File: config.mk
export PLATFORM = sky130hd
export DESIGN_NAME = dda_line_rasterizer_unit
export DESIGN_NICKNAME = d
export VERILOG_FILES = /design/src/design/dda_pkg.sv /design/src/design/dda_front.sv /design/src/design/dda_queue.sv /design/src/design/dda_back.sv /design/src/design/dda_line_rasterizer_unit.sv
export VERILOG_INCLUDE_DIRS = /design/src /design/src/design
export SDC_FILE = /design/constraint.sdc
export NUM_CORES = 1
export LEC_CHECK = 0
export ABC_AREA = 0
export BUFFER_PORTS_ARGS = -buffer_cell sky130_fd_sc_hd__buf_2
export CORE_ASPECT_RATIO = 1.5
export CORE_MARGIN = 1
export CORE_UTILIZATION = 65
export CTS_BUF_LIST = sky130_fd_sc_hd__clkbuf_4 sky130_fd_sc_hd__clkbuf_8 sky130_fd_sc_hd__clkbuf_16
export DETAILED_ROUTE_END_ITERATION = 12
export PLACE_DENSITY = 0.88
export SLEW_MARGIN = 20
export SYNTH_ARGS = -nofsm -noshare
export SYNTH_HDL_FRONTEND = slang
export SYNTH_SLANG_ARGS = --single-unit
File: constraint.sdc
create_clock -name clk -period 4.9 [get_ports clk]
set_input_delay 0.245 -clock clk [delete_from_list [all_inputs] [get_ports clk]]
set_output_delay 0.245 -clock clk [all_outputs]
set_load 0.05 [all_outputs]
File: src/design/assert_macros.svh
// assertion macros used by the rasteriser top level
`ifndef ASSERT_MACROS_SVH
`define ASSERT_MACROS_SVH

// same-cycle implication, disabled while in reset
`define ASSERT_IMPLIES(label, clk, rst_n, ante, cons) \
    label: assert property (@(posedge clk) disable iff (!rst_n) (ante) |-> (cons)) \
        else $error("assertion failed: same-cycle implication");

// next-cycle implication, disabled while in reset
`define ASSERT_NEXT(label, clk, rst_n, ante, cons) \
    label: assert property (@(posedge clk) disable iff (!rst_n) (ante) |=> (cons)) \
        else $error("assertion failed: next-cycle implication");

`endif

File: src/design/dda_pkg.sv
// shared types, constants and helpers for the dda line rasteriser
package dda_pkg;

    localparam int COORD_W        = 6;
    localparam int COLOR_W        = 4;
    localparam int DEF_COORD_BITS = 6;
    localparam int DEF_FRAC_BITS  = 16;
    localparam int QUEUE_DEPTH    = 2;

    typedef struct packed {
        logic [COORD_W-1:0] start_x;
        logic [COORD_W-1:0] start_y;
        logic [COORD_W-1:0] end_x;
        logic [COORD_W-1:0] end_y;
        logic [COLOR_W-1:0] color;
    } seg_in_t;

    typedef struct packed {
        logic [COORD_W-1:0] pixel_x;
        logic [COORD_W-1:0] pixel_y;
        logic [COLOR_W-1:0] pixel_color;
        logic               last_pixel;
    } pixel_out_t;

    typedef struct packed {
        logic full;
        logic empty;
    } queue_stat_t;

    // queue entry: {color, neg_y, neg_x, len, ady, adx, y0, x0}
    function automatic int seg_width(input int coord_bits);
        return 5 * coord_bits + 2 + COLOR_W;
    endfunction

endpackage

File: src/design/dda_front.sv
// front end: takes segments, works out deltas, length and step directions
module dda_front #(
    parameter int COORD_BITS = dda_pkg::DEF_COORD_BITS
) (
    input  logic                                       start,
    input  dda_pkg::seg_in_t                           segment,
    input  dda_pkg::queue_stat_t                       q_stat,
    output logic                                       busy,
    output logic                                       push,
    output logic [dda_pkg::seg_width(COORD_BITS)-1:0]  entry
);
    import dda_pkg::*;

    localparam int C = COORD_BITS;

    logic [C-1:0] x0, y0, x1, y1;
    logic [C-1:0] adx, ady, len;
    logic         neg_x, neg_y;

    always_comb
    begin
        x0    = segment.start_x[C-1:0];
        y0    = segment.start_y[C-1:0];
        x1    = segment.end_x[C-1:0];
        y1    = segment.end_y[C-1:0];
        neg_x = x1 < x0;
        neg_y = y1 < y0;
        adx   = neg_x ? (x0 - x1) : (x1 - x0);
        ady   = neg_y ? (y0 - y1) : (y1 - y0);
        len   = (adx >= ady) ? adx : ady;
    end

    assign busy  = q_stat.full;
    assign push  = start && !q_stat.full;
    assign entry = {segment.color, neg_y, neg_x, len, ady, adx, y0, x0};

endmodule

File: src/design/dda_queue.sv
// short first-word fall-through queue between front and back ends
module dda_queue #(
    parameter int WIDTH = 8,
    parameter int DEPTH = dda_pkg::QUEUE_DEPTH
) (
    input  logic                 clk,
    input  logic                 rst_n,
    input  logic                 push,
    input  logic [WIDTH-1:0]     wr_data,
    input  logic                 pop,
    output logic [WIDTH-1:0]     rd_data,
    output dda_pkg::queue_stat_t q_stat
);
    import dda_pkg::*;

    localparam int PTR_W = (DEPTH > 1) ? $clog2(DEPTH) : 1;
    localparam int CNT_W = $clog2(DEPTH + 1);
    localparam logic [PTR_W-1:0] PTR_LAST = PTR_W'(DEPTH - 1);
    localparam logic [CNT_W-1:0] CNT_FULL = CNT_W'(DEPTH);

    logic [WIDTH-1:0] mem_reg [DEPTH];
    logic [PTR_W-1:0] wr_ptr_reg, wr_ptr_next;
    logic [PTR_W-1:0] rd_ptr_reg, rd_ptr_next;
    logic [CNT_W-1:0] count_reg, count_next;

    always_comb
    begin
        wr_ptr_next = wr_ptr_reg;
        rd_ptr_next = rd_ptr_reg;
        count_next  = count_reg;
        if (push)
        begin
            wr_ptr_next = (wr_ptr_reg == PTR_LAST) ? '0 : wr_ptr_reg + 1'b1;
        end
        if (pop)
        begin
            rd_ptr_next = (rd_ptr_reg == PTR_LAST) ? '0 : rd_ptr_reg + 1'b1;
        end
        if (push && !pop)
        begin
            count_next = count_reg + 1'b1;
        end
        else if (pop && !push)
        begin
            count_next = count_reg - 1'b1;
        end
    end

    always_ff @(posedge clk or negedge rst_n)
    begin
        if (!rst_n)
        begin
            wr_ptr_reg <= '0;
            rd_ptr_reg <= '0;
            count_reg  <= '0;
        end
        else
        begin
            wr_ptr_reg <= wr_ptr_next;
            rd_ptr_reg <= rd_ptr_next;
            count_reg  <= count_next;
        end
    end

    always_ff @(posedge clk)
    begin
        if (push)
        begin
            mem_reg[wr_ptr_reg] <= wr_data;
        end
    end

    assign rd_data      = mem_reg[rd_ptr_reg];
    assign q_stat.full  = (count_reg == CNT_FULL);
    assign q_stat.empty = (count_reg == '0);

endmodule

File: src/design/dda_back.sv
// back end: per-axis restoring divide, then one pixel per cycle
module dda_back #(
    parameter int COORD_BITS = dda_pkg::DEF_COORD_BITS,
    parameter int FRAC_BITS  = dda_pkg::DEF_FRAC_BITS
) (
    input  logic                                       clk,
    input  logic                                       rst_n,
    input  dda_pkg::queue_stat_t                       q_stat,
    input  logic [dda_pkg::seg_width(COORD_BITS)-1:0]  entry,
    output logic                                       pop,
    output logic                                       strobe,
    output dda_pkg::pixel_out_t                        pixel
);
    import dda_pkg::*;

    localparam int C         = COORD_BITS;
    localparam int F         = FRAC_BITS;
    localparam int A         = C + F;
    localparam int Q         = F + 1;
    localparam int DIV_CNT_W = $clog2(F + 1);
    localparam logic [DIV_CNT_W-1:0] DIV_LAST = DIV_CNT_W'(F);
    localparam logic [A-1:0]         HALF     = A'(1) << (F - 1);

    typedef enum logic [1:0] {
        ST_IDLE,
        ST_DIV,
        ST_DRAW
    } state_t;

    state_t               state_reg;
    logic [C-1:0]         len_reg;
    logic [C-1:0]         cnt_reg;
    logic [DIV_CNT_W-1:0] div_cnt_reg;
    logic [C:0]           rem_x_reg, rem_y_reg;
    logic [Q-1:0]         q_x_reg, q_y_reg;
    logic                 neg_x_reg, neg_y_reg;
    logic [A-1:0]         inc_x_reg, inc_y_reg;
    logic [A-1:0]         acc_x_reg, acc_y_reg;
    logic [COLOR_W-1:0]   color_reg;
    logic                 strobe_reg;
    pixel_out_t           pixel_reg;

    // unpacked queue entry
    logic [C-1:0]       e_x0, e_y0, e_adx, e_ady, e_len;
    logic               e_neg_x, e_neg_y;
    logic [COLOR_W-1:0] e_color;

    assign e_x0    = entry[C-1:0];
    assign e_y0    = entry[2*C-1:C];
    assign e_adx   = entry[3*C-1:2*C];
    assign e_ady   = entry[4*C-1:3*C];
    assign e_len   = entry[5*C-1:4*C];
    assign e_neg_x = entry[5*C];
    assign e_neg_y = entry[5*C+1];
    assign e_color = entry[5*C+2+COLOR_W-1:5*C+2];

    // one quotient bit per axis per cycle
    logic [C:0]   len_ext;
    logic         bit_x, bit_y;
    logic [C:0]   diff_x, diff_y;
    logic [Q-1:0] q_x_step, q_y_step;
    logic [A-1:0] q_x_wide, q_y_wide;
    logic [A-1:0] round_x, round_y;

    always_comb
    begin
        len_ext  = {1'b0, len_reg};
        bit_x    = rem_x_reg >= len_ext;
        bit_y    = rem_y_reg >= len_ext;
        diff_x   = rem_x_reg - (bit_x ? len_ext : '0);
        diff_y   = rem_y_reg - (bit_y ? len_ext : '0);
        q_x_step = {q_x_reg[Q-2:0], bit_x};
        q_y_step = {q_y_reg[Q-2:0], bit_y};
        q_x_wide = A'(q_x_step);
        q_y_wide = A'(q_y_step);
        round_x  = acc_x_reg + HALF;
        round_y  = acc_y_reg + HALF;
    end

    assign pop = (state_reg == ST_IDLE) && !q_stat.empty;

    always_ff @(posedge clk or negedge rst_n)
    begin
        if (!rst_n)
        begin
            state_reg   <= ST_IDLE;
            strobe_reg  <= 1'b0;
            pixel_reg   <= '0;
            len_reg     <= '0;
            cnt_reg     <= '0;
            div_cnt_reg <= '0;
            rem_x_reg   <= '0;
            rem_y_reg   <= '0;
            q_x_reg     <= '0;
            q_y_reg     <= '0;
            neg_x_reg   <= 1'b0;
            neg_y_reg   <= 1'b0;
            inc_x_reg   <= '0;
            inc_y_reg   <= '0;
            acc_x_reg   <= '0;
            acc_y_reg   <= '0;
            color_reg   <= '0;
        end
        else
        begin
            strobe_reg <= 1'b0;
            unique case (state_reg)
                ST_IDLE:
                begin
                    if (!q_stat.empty)
                    begin
                        len_reg     <= e_len;
                        cnt_reg     <= '0;
                        div_cnt_reg <= '0;
                        rem_x_reg   <= {1'b0, e_adx};
                        rem_y_reg   <= {1'b0, e_ady};
                        q_x_reg     <= '0;
                        q_y_reg     <= '0;
                        neg_x_reg   <= e_neg_x;
                        neg_y_reg   <= e_neg_y;
                        inc_x_reg   <= '0;
                        inc_y_reg   <= '0;
                        acc_x_reg   <= {e_x0, F'(0)};
                        acc_y_reg   <= {e_y0, F'(0)};
                        color_reg   <= e_color;
                        // a point needs no divide
                        state_reg   <= (e_len == '0) ? ST_DRAW : ST_DIV;
                    end
                end
                ST_DIV:
                begin
                    q_x_reg     <= q_x_step;
                    q_y_reg     <= q_y_step;
                    rem_x_reg   <= {diff_x[C-1:0], 1'b0};
                    rem_y_reg   <= {diff_y[C-1:0], 1'b0};
                    div_cnt_reg <= div_cnt_reg + 1'b1;
                    if (div_cnt_reg == DIV_LAST)
                    begin
                        inc_x_reg <= neg_x_reg ? (A'(0) - q_x_wide) : q_x_wide;
                        inc_y_reg <= neg_y_reg ? (A'(0) - q_y_wide) : q_y_wide;
                        state_reg <= ST_DRAW;
                    end
                end
                ST_DRAW:
                begin
                    strobe_reg            <= 1'b1;
                    pixel_reg.pixel_x     <= COORD_W'(round_x[A-1:F]);
                    pixel_reg.pixel_y     <= COORD_W'(round_y[A-1:F]);
                    pixel_reg.pixel_color <= color_reg;
                    pixel_reg.last_pixel  <= (cnt_reg == len_reg);
                    acc_x_reg             <= acc_x_reg + inc_x_reg;
                    acc_y_reg             <= acc_y_reg + inc_y_reg;
                    cnt_reg               <= cnt_reg + 1'b1;
                    if (cnt_reg == len_reg)
                    begin
                        state_reg <= ST_IDLE;
                    end
                end
                default:
                begin
                    state_reg <= ST_IDLE;
                end
            endcase
        end
    end

    assign strobe = strobe_reg;
    assign pixel  = pixel_reg;

endmodule

File: src/design/dda_line_rasterizer_unit.sv
// top level of the dda line rasteriser: front end, segment queue, back end
//
//  channel   | direction | handshake            | payload
//  ----------+-----------+----------------------+------------------------------
//  segment   | in        | start high, busy low | endpoints and colour
//  pixel     | out       | strobe, one cycle    | pixel position, colour, last
//
// a segment of length L (larger of |dx| and |dy|) is taken from the queue in the idle state,
// goes through the two per-axis restoring dividers, which run side by side, and then makes
// L + 1 pixel transfers, one per cycle; a point (L = 0) skips the dividers;
// the queue holds two segments, so the next is taken while the current one is drawn;
// busy is high only while the queue is full
// reset is asynchronous, active low; the receiver cannot stall, every strobe is a transfer
`include "assert_macros.svh"

module dda_line_rasterizer_unit #(
    parameter int COORD_BITS = dda_pkg::DEF_COORD_BITS,
    parameter int FRAC_BITS  = dda_pkg::DEF_FRAC_BITS
) (
    input  logic                clk,
    input  logic                rst_n,
    input  logic                start,
    output logic                busy,
    input  dda_pkg::seg_in_t    segment,
    output logic                strobe,
    output dda_pkg::pixel_out_t pixel
);
    import dda_pkg::*;

    localparam int SEG_W = seg_width(COORD_BITS);

    // queue status shared by both ends
    queue_stat_t      q_stat;
    logic             push;
    logic             pop;
    logic [SEG_W-1:0] push_entry;
    logic [SEG_W-1:0] head_entry;

    // classify the incoming segment into deltas, length and directions
    dda_front #(
        .COORD_BITS (COORD_BITS)
    ) u_front (
        .start   (start),
        .segment (segment),
        .q_stat  (q_stat),
        .busy    (busy),
        .push    (push),
        .entry   (push_entry)
    );

    // decouples acceptance from drawing
    dda_queue #(
        .WIDTH (SEG_W),
        .DEPTH (QUEUE_DEPTH)
    ) u_queue (
        .clk     (clk),
        .rst_n   (rst_n),
        .push    (push),
        .wr_data (push_entry),
        .pop     (pop),
        .rd_data (head_entry),
        .q_stat  (q_stat)
    );

    // divide for the increments, then step the accumulators
    dda_back #(
        .COORD_BITS (COORD_BITS),
        .FRAC_BITS  (FRAC_BITS)
    ) u_back (
        .clk    (clk),
        .rst_n  (rst_n),
        .q_stat (q_stat),
        .entry  (head_entry),
        .pop    (pop),
        .strobe (strobe),
        .pixel  (pixel)
    );

    // the back end never takes from an empty queue
    `ASSERT_IMPLIES(a_no_pop_empty, clk, rst_n, pop, !q_stat.empty)
    // an accepted segment is held in the queue on the next cycle
    `ASSERT_NEXT(a_push_lands, clk, rst_n, start && !busy, !q_stat.empty)
    // the last pixel of a segment is followed by a gap while the next is fetched
    `ASSERT_NEXT(a_gap_after_last, clk, rst_n, strobe && pixel.last_pixel, !strobe)

endmodule
==> results.py <==
metrics = {
    "routing": {
        "vias": 11400,
        "wirelength_mm": 32.6,
        "wire_per_inst_um": 18.1,
        "routed_via_density": 6.33,
        "drtIter0Drc": 815,
        "postRouteAntennaNets": 0,
        "drc": 0,
        "dr.pass1.iters": 7,
    },
    "min_path": {
        "hold_path.startpoint": "start",
        "hold_class": "primary input to flop",
    },
    "critical_path": {
        "critPathMaxStageDelay_ns": 0.57,
        "rr_startpoint": "u_back.len_reg[4]",
        "path_delay_family": "compound AO/OA/AOI/OAI gates",
        "timing.rr.end": "u_back.inc_x_reg[14]",
        "critical_path_class": "primary input to flop",
        "crit_buf_inv": 4,
        "endpoint": "u_queue.mem_reg[0][25]",
        "startpoint_type": "primary input",
        "crit_cells": 17,
        "cp.required_ns": 5.19,
        "arrival_ns": 4.45,
        "cp-end-kind": "flop",
        "path_max_fanout": 7,
        "crit_path_start": "segment[22]",
        "r2r_slack_ns": 1.57,
        "crit_path_top_delay_cell": "dlygate4sd3_1",
        "worstRegToRegCells": 12,
        "cp_cell_sequence": "dlygate4sd3_1, buf_2, ha_1, inv_1, fa_1, a21o_1, a21oi_1, o21a_1, mux2i_1, xor2_1, inv_1, ha_1, o21ai_0, a21oi_1, o211ai_1, nand2_1, mux2_2",
    },
    "power": {
        "leakage_nw": 7.29,
        "combPwrFrac_pct": 43.6,
        "peakVddDrop_mv": 0.466,
        "pwr-share-clk_pct": 21.2,
        "power.density_mw_per_mm2": 577,
        "p_int_mw": 5.23,
        "p_switching_mw": 3.85,
        "pwr-share-seq_pct": 35.2,
        "power.share.switching_pct": 42.4,
    },
    "synthesis": {
        "syn_nets": 1620,
        "yosysWarnings": 0,
        "yosysTopAreaCell": "dfrtp_1",
        "synthTopCellsByArea": "dfrtp_1, edfxtp_1, ha_1",
        "synth_edf_count": 72,
        "synth_top_cells_by_count": "nand2_1, dfrtp_1, o21ai_0, nand3_1, ha_1",
        "synth.distinct_cells": 65,
        "syn_area_mm2": 0.0143,
        "async_flop_share_pct": 70.6,
        "ys.flop_type": "dfrtp_1",
        "synth_seq_cells": 245,
        "seq_area_frac_synth_pct": 45.4,
        "synth_top_area_share_pct": 30.3,
        "syn_inst": 1481,
        "syn-mean-instance-area_um2": 9.66,
        "yosysMostFrequentCell": "nand2_1",
    },
    "placed_design": {
        "gp_congestion": 0.914,
        "place_inst": 1737,
        "hpwlAfterDp_mm": 21.9,
        "place_area_mm2": 0.0147,
        "port_buffers": 49,
    },
    "clock_tree": {
        "cts_tree": "done",
        "holdBufCountCts": 17,
        "cts.sinks": 245,
        "cts_setup_buffers": 0,
        "clock-root-buffer": "clkbuf_16",
        "cts_max_level": 1,
        "cts_buffer_depth": 3,
        "cts.reportedPaths.clkPinSlew_ns": 0.07,
        "post_cts_resized": 0,
        "clkLatencyLatePin_ns": 0.54,
        "numCtsBuffers": 24,
    },
    "cells_and_area": {
        "fill_cells": 1480,
        "final_nets": 1647,
        "final_util_pct": 72.7,
        "largest_reg_flops": 72,
        "areaGrowthSynthToFinish_pct": 9.94,
        "multi_input_area_mm2": 0.00729,
        "antenna_cells": 0,
        "seqCellArea_mm2": 0.00649,
        "stdcell_count": 1798,
        "drive_gt1_share_pct": 7.67,
        "design_area_mm2": 0.0157,
    },
    "run_status": {
        "outcome": "finished, final reports clean",
    },
    "floorplanning": {
        "dieWidth_um": 123,
        "rows": 66,
        "dieArea_mm2": 0.0226,
        "initial_core_util_pct": 66.1,
        "chipHeight_um": 184,
        "core_mm2": 0.0216,
        "io_pins": 50,
    },
    "job": {
        "maxCapViolations": 0,
    },
    "global_route": {
        "grt_pass1_vias": 11500,
        "grt_pass1_wl_mm": 53.8,
        "grt_overflow": 0,
        "grt_max_degree": 94,
        "grt_usage_pct": 30.0,
        "antenna_found_initial": 0,
    },
    "sta": {
        "max_freq_mhz": 240,
        "maxSlewHeadroom_pct": 31.9,
        "setup_violations": 0,
        "clock_skew_ns": 0.0215,
        "finalSetupTns_ns": 0,
        "period_needed_ns": 4.17,
        "slew_viol_final": 0,
        "rsz0062_at_grt": "false",
        "worst_slew_pin_slew_ns": 1.02,
        "finalHoldViolations": 0,
        "fin_crit_sh_pct": 85.0,
    },
}
[kinds of logic after synthesis]
group | after synthesis | share of synthesized area (%)
AOI/OAI and AO/OA | 361 | 15.7
xor gates and xnor gates | 90 | 5.70
adders and majority gates | 108 | 9.87
buffers and inverters | 145 | 3.82
DFF | 245 | 45.4
muxes | 60 | 4.23
and+or+nand+nor | 472 | 15.3
[per-stage QoR]
| stage | hold WS, ns | total power, mW | setup WS (ns) |
|---|---|---|---|
| 2_1_floorplan | -0.0506 | 6.05 | 1.47 |
| 3_3_place_gp | 0.325 | 6.87 | 1.15 |
| 3_5_place_dp | 0.333 | 7.07 | 0.991 |
| 4_1_cts | 0.103 | 9.05 | 0.932 |
| 5_1_grt | 0.123 | 9.64 | 0.563 |
| 6_report | 0.107 | 9.08 | 0.734 |
[area by class of cell]
cell class              instances  share of cell area, %
repair buffers                 77                   3.29
multi-input cells            1091                   46.4
clock buffers                  32                   4.28
clock inverters                12                  0.955
well taps                     272                   2.16
flip-flops and latches        245                   41.3
inverters                      69                   1.66
[power groups by stage]
stage,sequential [mW],combinational [mW],clock (mW)
final,3.20,3.96,1.93
after floorplan,3.22,2.83,0
after global placement,3.18,3.69,0
after global routing,3.26,4.36,2.02
after detailed placement,3.21,3.86,0
after CTS,3.18,3.93,1.94
[worst min-delay path by stage]
stage                          endpoint  cells after the start
CTS                  u_queue.wr_ptr_reg                      3
finish               u_queue.wr_ptr_reg                      3
global route         u_queue.wr_ptr_reg                      3
detailed placement  u_back.inc_y_reg[5]                      1
global placement    u_back.acc_y_reg[6]                      1
floorplan           u_back.acc_x_reg[0]                      0
[metal layers]
layer	share of wire, %	wire length, um	GRT usage, %	up-vias
li1	-	-	-	5389
met1	38	12400	34.4	5486
met2	52	16900	53.5	388
met3	5.1	1670	4.09	119
met4	4.9	1580	15.9	0
met5	0	0	0	-
[placed cells by master, fill, tap and decap left out, types with 14 or more instances in the layout]
| cell | n |
|---|---|
| nand3_1 | 121 |
| nor2_1 | 48 |
| nand2_1 | 205 |
| mux2i_1 | 57 |
| dlygate4sd3_1 | 17 |
| xnor2_1 | 31 |
| clkbuf_16 | 24 |
| nand4_1 | 20 |
| inv_1 | 67 |
| dfrtp_1 | 172 |
| edfxtp_1 | 72 |
| xor2_1 | 57 |
| o21ai_1 | 14 |
| a21o_1 | 18 |
| ha_1 | 100 |
| o21ai_0 | 136 |
| a21oi_1 | 65 |
| o211ai_1 | 31 |
| and3_1 | 14 |
| buf_2 | 48 |
| o31ai_1 | 20 |
[worst register-to-register path, stage by stage, from the launching register on]
cell and delay [ns]:
dfrtp_1 0.45, inv_1 0.12, ha_1 0.31, a21o_1 0.17, a211oi_1 0.34, o21ai_1 0.15
inv_1 0.12, ha_1 0.19, nor4b_1 0.42, nand2_1 0.19, o41ai_1 0.44, xor2_1 0.20
o21ai_1 0.08
No activity file was read; power rests on OpenSTA's default activity.
